File: config.mk
export PLATFORM = sky130hd
export DESIGN_NAME = ofis_cell
export DESIGN_NICKNAME = d
export VERILOG_FILES = /design/src/rtl/oldest_first_issue_scheduler_macros.svh /design/src/rtl/ofis_pkg.sv /design/src/rtl/ofis_cell.sv
export SDC_FILE = /design/constraint.sdc
export NUM_CORES = 1
export LEC_CHECK = 0
export CORE_ASPECT_RATIO = 1.75
export CORE_MARGIN = 3
export CORE_UTILIZATION = 65
export CTS_CLUSTER_DIAMETER = 80
export CTS_CLUSTER_SIZE = 24
export DETAILED_ROUTE_END_ITERATION = 16
export DONT_BUFFER_PORTS = 1
export HOLD_SLACK_MARGIN = 0.06
export PLACE_DENSITY = 0.93
export SLEW_MARGIN = 15
export SYNTH_ARGS = -nofsm -noshare
export SYNTH_HDL_FRONTEND = slang
export SYNTH_SLANG_ARGS = --single-unit
File: constraint.sdc
create_clock -name clk_i -period 6.2 [get_ports clk_i]
set_input_delay 0.31 -clock clk_i [delete_from_list [all_inputs] [get_ports clk_i]]
set_output_delay 0.31 -clock clk_i [all_outputs]
set_load 0.01 [all_outputs]
File: src/rtl/oldest_first_issue_scheduler_macros.svh
// Assertion macros for the issue scheduler.
`ifndef OLDEST_FIRST_ISSUE_SCHEDULER_MACROS_SVH
`define OLDEST_FIRST_ISSUE_SCHEDULER_MACROS_SVH
`ifndef SYNTHESIS
`define OFIS_ASSERT_IMPL(label, clk, rst_n, ante, cons) \
  label: assert property (@(posedge clk) disable iff (!rst_n) (ante) |-> (cons)) \
    else $error("ofis assertion failed");
`define OFIS_ASSERT_NEXT(label, clk, rst_n, ante, cons) \
  label: assert property (@(posedge clk) disable iff (!rst_n) (ante) |=> (cons)) \
    else $error("ofis assertion failed");
`else
`define OFIS_ASSERT_IMPL(label, clk, rst_n, ante, cons)
`define OFIS_ASSERT_NEXT(label, clk, rst_n, ante, cons)
`endif
`endif

File: src/rtl/ofis_pkg.sv
// ----------------------------------------------------------------------------
// ofis_pkg
// Types and codes shared by the issue scheduler modules.
// ----------------------------------------------------------------------------
package ofis_pkg;

  localparam int unsigned IDX_W = 7;

  localparam logic [2:0] OP_INSERT    = 3'd0;
  localparam logic [2:0] OP_DEALLOC   = 3'd1;
  localparam logic [2:0] OP_PICK      = 3'd2;
  localparam logic [2:0] OP_RELEASE   = 3'd3;
  localparam logic [2:0] OP_SET_READY = 3'd4;

  localparam logic [1:0] STATUS_DONE = 2'd0;
  localparam logic [1:0] STATUS_FULL = 2'd1;
  localparam logic [1:0] STATUS_NONE = 2'd2;

  localparam logic [7:0] SLOT_FREE = 8'hFF;

  typedef enum logic [1:0] {
    CELL_HOLD,
    CELL_LOAD,
    CELL_SHIFT,
    CELL_ISSUE
  } cell_cmd_e;

  typedef enum logic [1:0] {
    S_IDLE,
    S_FETCH,
    S_EVAL,
    S_SHIFT
  } state_e;

  typedef struct packed {
    cell_cmd_e        cmd;
    logic [IDX_W-1:0] idx;
  } cell_ctl_t;

  typedef struct packed {
    logic [7:0] rob_id;
    logic [2:0] port;
    logic [4:0] latency;
    logic       src1_valid;
    logic [6:0] src1_reg;
    logic       src2_valid;
    logic [6:0] src2_reg;
    logic       issued;
  } entry_t;

  typedef struct packed {
    logic [2:0]  opcode;
    logic [7:0]  rob_id;
    logic [2:0]  port;
    logic [31:0] cycle;
    logic [4:0]  latency;
    logic        src1_valid;
    logic [6:0]  src1_reg;
    logic        src2_valid;
    logic [6:0]  src2_reg;
    logic        tracker_select;
    logic [31:0] ready_cycle;
  } in_word_t;

  typedef struct packed {
    logic [1:0] status;
    logic       issued_valid;
    logic [7:0] issued_rob_id;
    logic [5:0] free_entries;
  } out_word_t;

endpackage

File: src/rtl/ofis_cell.sv
// ----------------------------------------------------------------------------
// ofis_cell
// One station entry; loads, takes its younger neighbor on a shift, marks issue.
// ----------------------------------------------------------------------------
module ofis_cell
  import ofis_pkg::*;
#(
  parameter int unsigned IDX = 0
) (
  input  logic      clk_i,
  input  cell_ctl_t ctl_i,
  input  entry_t    load_i,
  input  entry_t    next_i,
  output entry_t    entry_o
);

  entry_t entry_q;

  always_ff @(posedge clk_i) begin
    case (ctl_i.cmd)
      CELL_LOAD: begin
        if (ctl_i.idx == IDX_W'(IDX)) entry_q <= load_i;
      end
      CELL_SHIFT: begin
        // entries from the removed one upward move down one place
        if (IDX_W'(IDX) >= ctl_i.idx) entry_q <= next_i;
      end
      CELL_ISSUE: begin
        if (ctl_i.idx == IDX_W'(IDX)) entry_q.issued <= 1'b1;
      end
      default: begin
      end
    endcase
  end

  assign entry_o = entry_q;

endmodule

==> results.md, run 1 <==
- CTS clk-pin slew, worst paths: 90 ps
- Ordered cell list for the critical path: inv_1 > ha_1 > buf_4 > nor2_1 > nor2_2 > buf_4
- Yosys Warn Count: 0
- Total track usage: 20.4%
- FF+latch count, synth: 33
- Measured slew at the worst slew-check pin: 726 ps
- Switching power of the nets: 0.0734 mW
- Number of DRC markers in iteration 0: 29
- Core Box Area: 2150 sq um
- Comb pwr share: 7.5%
- Peak clock frequency supported by timing: 513 MHz
- CTS root buffer: sky130_fd_sc_hd__clkbuf_4
- Clock network fraction of design power: 26.8%
- Family of cells with the greatest summed delay on the critical path: buffers and inverters
- # port buffers: 0
- Count of nets left with antenna violations after detail routing: 0
- Leak Pwr: 0.507 nW
- Cells on Worst Hold Path: 1
- Number of hold violations in the final report: 0
- Buffers plus inverters on the worst setup path: 3
- Final Setup Violations: 0
- Resized cells post-CTS: 0
- Pwr dens: 247 nW/um^2
- Worst hold slack after final layout: 204 ps
- Share of power burned in registers: 65.7%
- Sinks on the clock net: 33
- Starting utilization of the core area: 69.2%
- Number of filler instances in the final layout: 145
- Slowest CP cell: sky130_fd_sc_hd__ha_1
- Worst slew margin relative to its limit: 51.6%
- Post-CTS Hold Buffers: 0
- Final critical delay including setup and external delays: 1950 ps
- Final core utilization: 71.9%
- Synth-to-Final Area Change: 3.96%
- Die boundary height: 69.2 um
- Floorplan die area: 2920 sq um
- Global-route wire length before repair: 4060 um
- Setup Crit Path Kind: input port to flop
- Non-filler instance count after layout: 113
- Antenna violations before repair: 0
- Via count of the first global-routing pass: 768
- Leftover overflow at the end of global routing: 0
- VDD IR-drop max: 192 uV
- Kind of start point of the critical path: input port
- CP Capture Type: flop
- Placed Instances: 106
- Stages on the worst setup path: 6
- HP Class: input port to flop
- Fraction of power spent switching nets: 19.3%
- Post-synthesis cell area: 1490 sq um
- Unrepaired setup endpoints after global routing: no
- Number of placed I/O pins: 109
- Pre-antenna DRT Iters: 4
- Cell variety after synth: 14
- Overall via count from detail_route: 731
- Total setup buffers inserted after CTS: 0
- Post-Synthesis Net Count: 163
- Total wirelength of the detailed-routed design: 2860 um
- Largest register FFs: 33
- Buffer depth of the longest clock path: 2
- Maximum cell stage delay along the critical path: 620 ps
- Sequential area share after synthesis: 66.7%
- Critical Path Fanout Max: 32
- Accumulated negative setup slack: 0 ps
- Post-route DRC: 0
- H-tree depth: 2
- Cell Rows: 22
- Status: complete, no violations
- Post-detailed-route via-to-cell ratio: 6.47
- Final number of max-transition violations: 0
- Fraction of layout cells with a size suffix above 1: 44.9%
- Die Span X: 42.1 um
- Gate count of the mapped netlist: 84
- CTS tree: done
- Pin count of the biggest net entering global routing: 33
- Internal power: 0.308 mW
- Total CTS buffers: 5
- Signal arrival time at the worst endpoint: 1930 ps
- Wirelength per Cell: 25.3 um
- Average size of a mapped cell: 17.7 sq um
- Number of antenna cells inserted: 0
- Final critical-path share of the clock period: 31.4%
- Worst endpoint required time: 6180 ps
- Most frequent CP cell: sky130_fd_sc_hd__buf_4
- Final RePlAce weighted congestion: 0.743
- Number of nets at the end of the flow: 168
- Number of max-capacitance violations reported: 0
-- cell families (layout without fill, tap and decap cells) --
family          count (synthesis)  count (layout)  synth area share, %
fa+ha+maj                       3               3                 2.53
simple gates                    8               8                 2.78
buf+inv                         6              11                 2.78
compound gates                  2               2                0.926
flops                          33              33                 66.7
mux                            32              32                 24.3
-- worst paths after layout --
kind              startpoint               endpoint  slack (ps)
setup / recovery    ctl_i[7]  entry_o[26]$_DFFE_PP_        4250
hold / removal    load_i[17]  entry_o[17]$_DFFE_PP_         200
-- layout make-up --
cell class | count | area [sq um] | share of cell area [%]
repair buffers | 2 | 15.0 | 0.972
inverters | 2 | 7.51 | 0.486
multi-input cells | 45 | 455 | 29.5
clock buffers | 6 | 41.3 | 2.67
well taps | 24 | 30.0 | 1.94
flip-flops and latches | 33 | 991 | 64.2
clock inverters | 1 | 3.75 | 0.243
-- Yosys cell counts --
library cell / instances / share of area (%)
sky130_fd_sc_hd__edfxtp_1: 33 / 67
sky130_fd_sc_hd__mux2_2: 32 / 24
sky130_fd_sc_hd__buf_4: 3 / 1.5
sky130_fd_sc_hd__ha_1: 3 / 2.5
sky130_fd_sc_hd__inv_1: 2 / 0.51
sky130_fd_sc_hd__nor2_1: 2 / 0.51
sky130_fd_sc_hd__nor2b_1: 2 / 0.84
sky130_fd_sc_hd__a211o_1: 1 / 0.59
sky130_fd_sc_hd__a21oi_1: 1 / 0.34
sky130_fd_sc_hd__buf_6: 1 / 0.76
sky130_fd_sc_hd__nand2_1: 1 / 0.25
sky130_fd_sc_hd__nor3_1: 1 / 0.34
sky130_fd_sc_hd__nor4_1: 1 / 0.42
sky130_fd_sc_hd__or3_1: 1 / 0.42
-- through the flow --
step	power, mW	cell area (sq um)	worst slack (ps)
after floorplan	0.281	1490	3580
after global placement	0.282	1500	4020
after detailed placement	0.284	1500	3910
after CTS	0.385	1540	4240
after global routing	0.403	1540	4110
final	0.381	1540	4250
-- power by group through the flow --
stage / Sequential (mW) / Clock (mW) / Combinational (mW)
2_1_floorplan: 0.255 / 0 / 0.0259
3_3_place_gp: 0.255 / 0 / 0.0269
3_5_place_dp: 0.255 / 0 / 0.0291
4_1_cts: 0.250 / 0.106 / 0.0295
5_1_grt: 0.250 / 0.121 / 0.0316
6_report: 0.250 / 0.102 / 0.0287
-- layer usage --
| layer | wire length (um) | GRT usage (%) | part of all wire (%) | vias up |
|---|---|---|---|---|
| met1 | 769 | 15.5 | 27 | 329 |
| li1 | - | - | - | 332 |
| met4 | 39 | 10.7 | 1.4 | 0 |
| met2 | 1800 | 39.7 | 63 | 66 |
| met3 | 255 | 8.31 | 8.9 | 4 |
| met5 | 0 | 0 | 0 | - |
-- cells in the final DEF, fill, tap and decap left out, drive strengths merged --
cell type	Yosys	layout
a211o	1	1
a21oi	1	1
buf	4	2
clkbuf	0	6
clkinv	0	1
edfxtp	33	33
ha	3	3
inv	2	2
mux2	32	32
nand2	1	1
nor2	2	2
nor2b	2	2
nor3	1	1
nor4	1	1
or3	1	1
No activity file was read; power rests on OpenSTA's default activity.
==> run 2, diff against run 1 <==
- CORE_UTILIZATION: 65 -> 61
- PLACE_DENSITY: 0.93 -> 0.89
- clock period: 6.2 -> 1.8 ns (I/O delays scaled with it)
==> run 2 against run 1 <==
The run now fails in 4_1_cts. Synthesized area unchanged. Synthesized cell count unchanged.
==> results.md, run 2 <==
- H-tree depth: 2 (unchanged)
- Library cell with the highest instance count after synthesis: sky130_fd_sc_hd__edfxtp_1
- Resized cells post-CTS: 0 (unchanged)
- Gate count of the mapped netlist: 84 (unchanged)
- Post-synthesis cell area: 1490 sq um (unchanged)
- Number of placed I/O pins: 109 (unchanged)
- Sum of net half-perimeters after detailed placement: 2220 um
- Starting utilization of the core area: 64.5% (-4.7 points)
- Cell variety after synth: 14 (unchanged)
- Post-CTS Hold Buffers: 65 (+65)
- FF+latch count, synth: 33 (unchanged)
- Sinks on the clock net: 33 (unchanged)
- Average size of a mapped cell: 17.7 sq um (unchanged)
- Fraction of synthesis flops using an asynchronous set or reset pin: 0% (unchanged)
- Largest cells by area after synthesis: sky130_fd_sc_hd__edfxtp_1 (67%), sky130_fd_sc_hd__mux2_2 (24%), sky130_fd_sc_hd__ha_1 (2.5%)
- Most instantiated cells after synthesis: sky130_fd_sc_hd__edfxtp_1 (33), sky130_fd_sc_hd__mux2_2 (32), sky130_fd_sc_hd__buf_4 (3), sky130_fd_sc_hd__ha_1 (3)
- Final RePlAce weighted congestion: 0.719 (-3.2%)
- Cell Rows: 23 (+4.5%)
- Sequential area share after synthesis: 66.7% (unchanged)
- Most used flip-flop cell after synthesis: sky130_fd_sc_hd__edfxtp_1
- Number of synthesized flops with an enable pin: 33 (unchanged)
- # port buffers: 0 (unchanged)
- Die Span X: 43.3 um (+2.8%)
- Post-Synthesis Net Count: 163 (unchanged)
- Total CTS buffers: 5 (unchanged)
- Stage where the flow stopped: 4_1_cts
- Die boundary height: 71.3 um (+2.9%)
- Status: aborted with a tool error
- Most area-hungry cell type in the Yosys netlist: sky130_fd_sc_hd__edfxtp_1
- Yosys top cell area share: 66.7% (unchanged)
- Buffer depth of the longest clock path: 2 (unchanged)
- CTS root buffer: sky130_fd_sc_hd__clkbuf_8
- Yosys Warn Count: 0 (unchanged)
- Total setup buffers inserted after CTS: 0 (unchanged)
- Log Error: [ERROR DPL-0033] detailed placement checks failed during check placement.
## run 2: metrics by stage
step           setup slack, ps  instance area [sq um]  hold slack (ps)  std cells
2_1_floorplan              259                   1490              288         84
3_3_place_gp               572                   1560              295        109
3_5_place_dp               522                   1560              313        109
## run 2: logic make-up after synthesis
group | synth area share (%)
DFF | 66.7
and+or+nand+nor | 2.78
AOI/OAI and AO/OA | 0.926
adders and majority gates | 2.53
muxes | 24.3
buffers and inverters | 2.78
==> run 3, diff against run 2 <==
- CORE_ASPECT_RATIO: 1.75 -> not set
- CORE_UTILIZATION: 61 -> 40
- CTS_CLUSTER_DIAMETER: 80 -> not set
- CTS_CLUSTER_SIZE: 24 -> not set
- HOLD_SLACK_MARGIN: 0.06 -> not set
- PLACE_DENSITY: 0.89 -> not set
- PLACE_DENSITY_LB_ADDON: not set -> 0.15
==> run 3 against run 2 <==
The flow now finishes without violations.
==> results.md, run 3 (synthesis gave the netlist of run 1 again) <==
- Unrepaired setup endpoints after global routing: no
- Number of hold violations in the final report: 0
- Critical Path Fanout Max: 34
- Total track usage: 11.5%
- Overall via count from detail_route: 714
- Global-route wire length before repair: 3580 um
- Count of nets left with antenna violations after detail routing: 0
- Final RePlAce weighted congestion: 0.669 (-7.0%)
- Status: complete, no violations
- VDD IR-drop max: 389 uV
- Combined flip-flop and latch cell area: 991 sq um
- Setup Crit Path Kind: input port to flop
- HP Class: input port to flop
- H-tree depth: 2 (unchanged)
- Number of DRC markers in iteration 0: 52
- Family of cells with the greatest summed delay on the critical path: multiplexers
- Pwr dens: 972 nW/um^2
- Final critical-path share of the clock period: 51.5%
- Most frequent cells in the layout: sky130_fd_sc_hd__edfxtp_1 (33), sky130_fd_sc_hd__mux2_2 (32), sky130_fd_sc_hd__clkbuf_8 (5), sky130_fd_sc_hd__ha_1 (3)
- Core Box Area: 3440 sq um
- Die boundary height: 66.9 um (-6.1%)
- Multi-input gate area: 460 sq um
- CTS clk-pin slew, worst paths: 60 ps
- Accumulated negative setup slack: 0 ps
- Via count of the first global-routing pass: 759
- Placed Instances: 129 (+18%)
- CTS tree: done
- Final Total Pwr: 1.61 mW
- Total wirelength of the detailed-routed design: 2680 um
- Leak Pwr: 0.544 nW
- Pre-antenna DRT Iters: 3
- CTS root buffer: sky130_fd_sc_hd__clkbuf_8
- Leftover overflow at the end of global routing: 0
- Most common cell after layout, fill and taps aside: sky130_fd_sc_hd__edfxtp_1
- Kind of start point of the critical path: input port
- Final critical delay including setup and external delays: 927 ps
- Peak clock frequency supported by timing: 1080 MHz
- Largest register FFs: 33
- Worst endpoint required time: 1820 ps
- CP Capture Type: flop
- Fraction of layout cells with a size suffix above 1: 46.2%
- Floorplan die area: 4480 sq um
- Measured slew at the worst slew-check pin: 223 ps
- Number of nets at the end of the flow: 169
- Total setup buffers inserted after CTS: 0 (unchanged)
- Number of antenna cells inserted: 0
- Final core utilization: 48.2%
- Die Span X: 66.9 um (+55%)
- Worst slew margin relative to its limit: 85.0%
- Post-detailed-route via-to-cell ratio: 5.21
- Number of filler instances in the final layout: 299
- Buffer depth of the longest clock path: 2 (unchanged)
- Buffers plus inverters on the worst setup path: 2
- Sum of net half-perimeters after detailed placement: 2110 um (-4.8%)
- Starting utilization of the core area: 43.1% (-21 points)
- Setup slack of the critical path after layout: 873 ps
- Setup WS pre-CTS: 562 ps (+40.1 ps)
- Total CTS buffers: 5 (unchanged)
- Resized cells post-CTS: 0 (unchanged)
- Post-CTS Hold Buffers: 0 (-100%)
- Non-filler instance count after layout: 137
- Signal arrival time at the worst endpoint: 950 ps
- Ordered cell list for the critical path: inv_1 > ha_1 > buf_12 > mux2_2
- Pin count of the biggest net entering global routing: 35
- Cell Rows: 21 (-8.7%)
- Number of placed I/O pins: 109 (unchanged)
- Final Setup Violations: 0
- Sinks on the clock net: 33 (unchanged)
- # port buffers: 0 (unchanged)
- Slowest CP cell: sky130_fd_sc_hd__mux2_2
- Antenna violations before repair: 0
- Wirelength per Cell: 19.6 um
- Final number of max-transition violations: 0
- Maximum cell stage delay along the critical path: 360 ps
- Number of max-capacitance violations reported: 0
- Post-route DRC: 0
- Synth-to-Final Area Change: 11.6%
## run 3: final timing paths
check,start,endpoint,cells past startpoint
worst max-delay path,ctl_i[7],entry_o[18]$_DFFE_PP_,4
worst min-delay path,next_i[0],entry_o[0]$_DFFE_PP_,1
## run 3: layer usage
metal  routed length (um)  up-vias  GRT usage, %  part of all wire (%)
li1                     -      335             -                     -
met4                   26        0          6.08                  0.97
met2                 1550       54          19.9                    58
met5                    0        -             0                     0
met3                  288        2          5.73                    11
met1                  821      323          11.0                    31
## run 3: power breakdown
group          internal (mW)  switching [mW]  leakage (nW)
Clock                  0.408           0.239        0.0528
Sequential             0.858         0.00539         0.297
Combinational         0.0638          0.0369         0.194
Total                   1.33           0.281         0.544
## run 3: stage by stage
step / hold slack (ps) / instance area [sq um]
global route: 13.0 / 1660
CTS: 5.47 / 1660
global placement: 296 / 1550
detailed placement: 292 / 1550
floorplan: 288 / 1490
finish: 14.9 / 1660
## run 3: cell type report
type | instances | area share, %
multi-input combinational | 45 | 27.8
timing repair buffer | 3 | 2.11
sequential | 33 | 59.8
clock buffer | 6 | 4.38
clock inverter | 2 | 2.04
tap | 46 | 3.47
inverter | 2 | 0.453
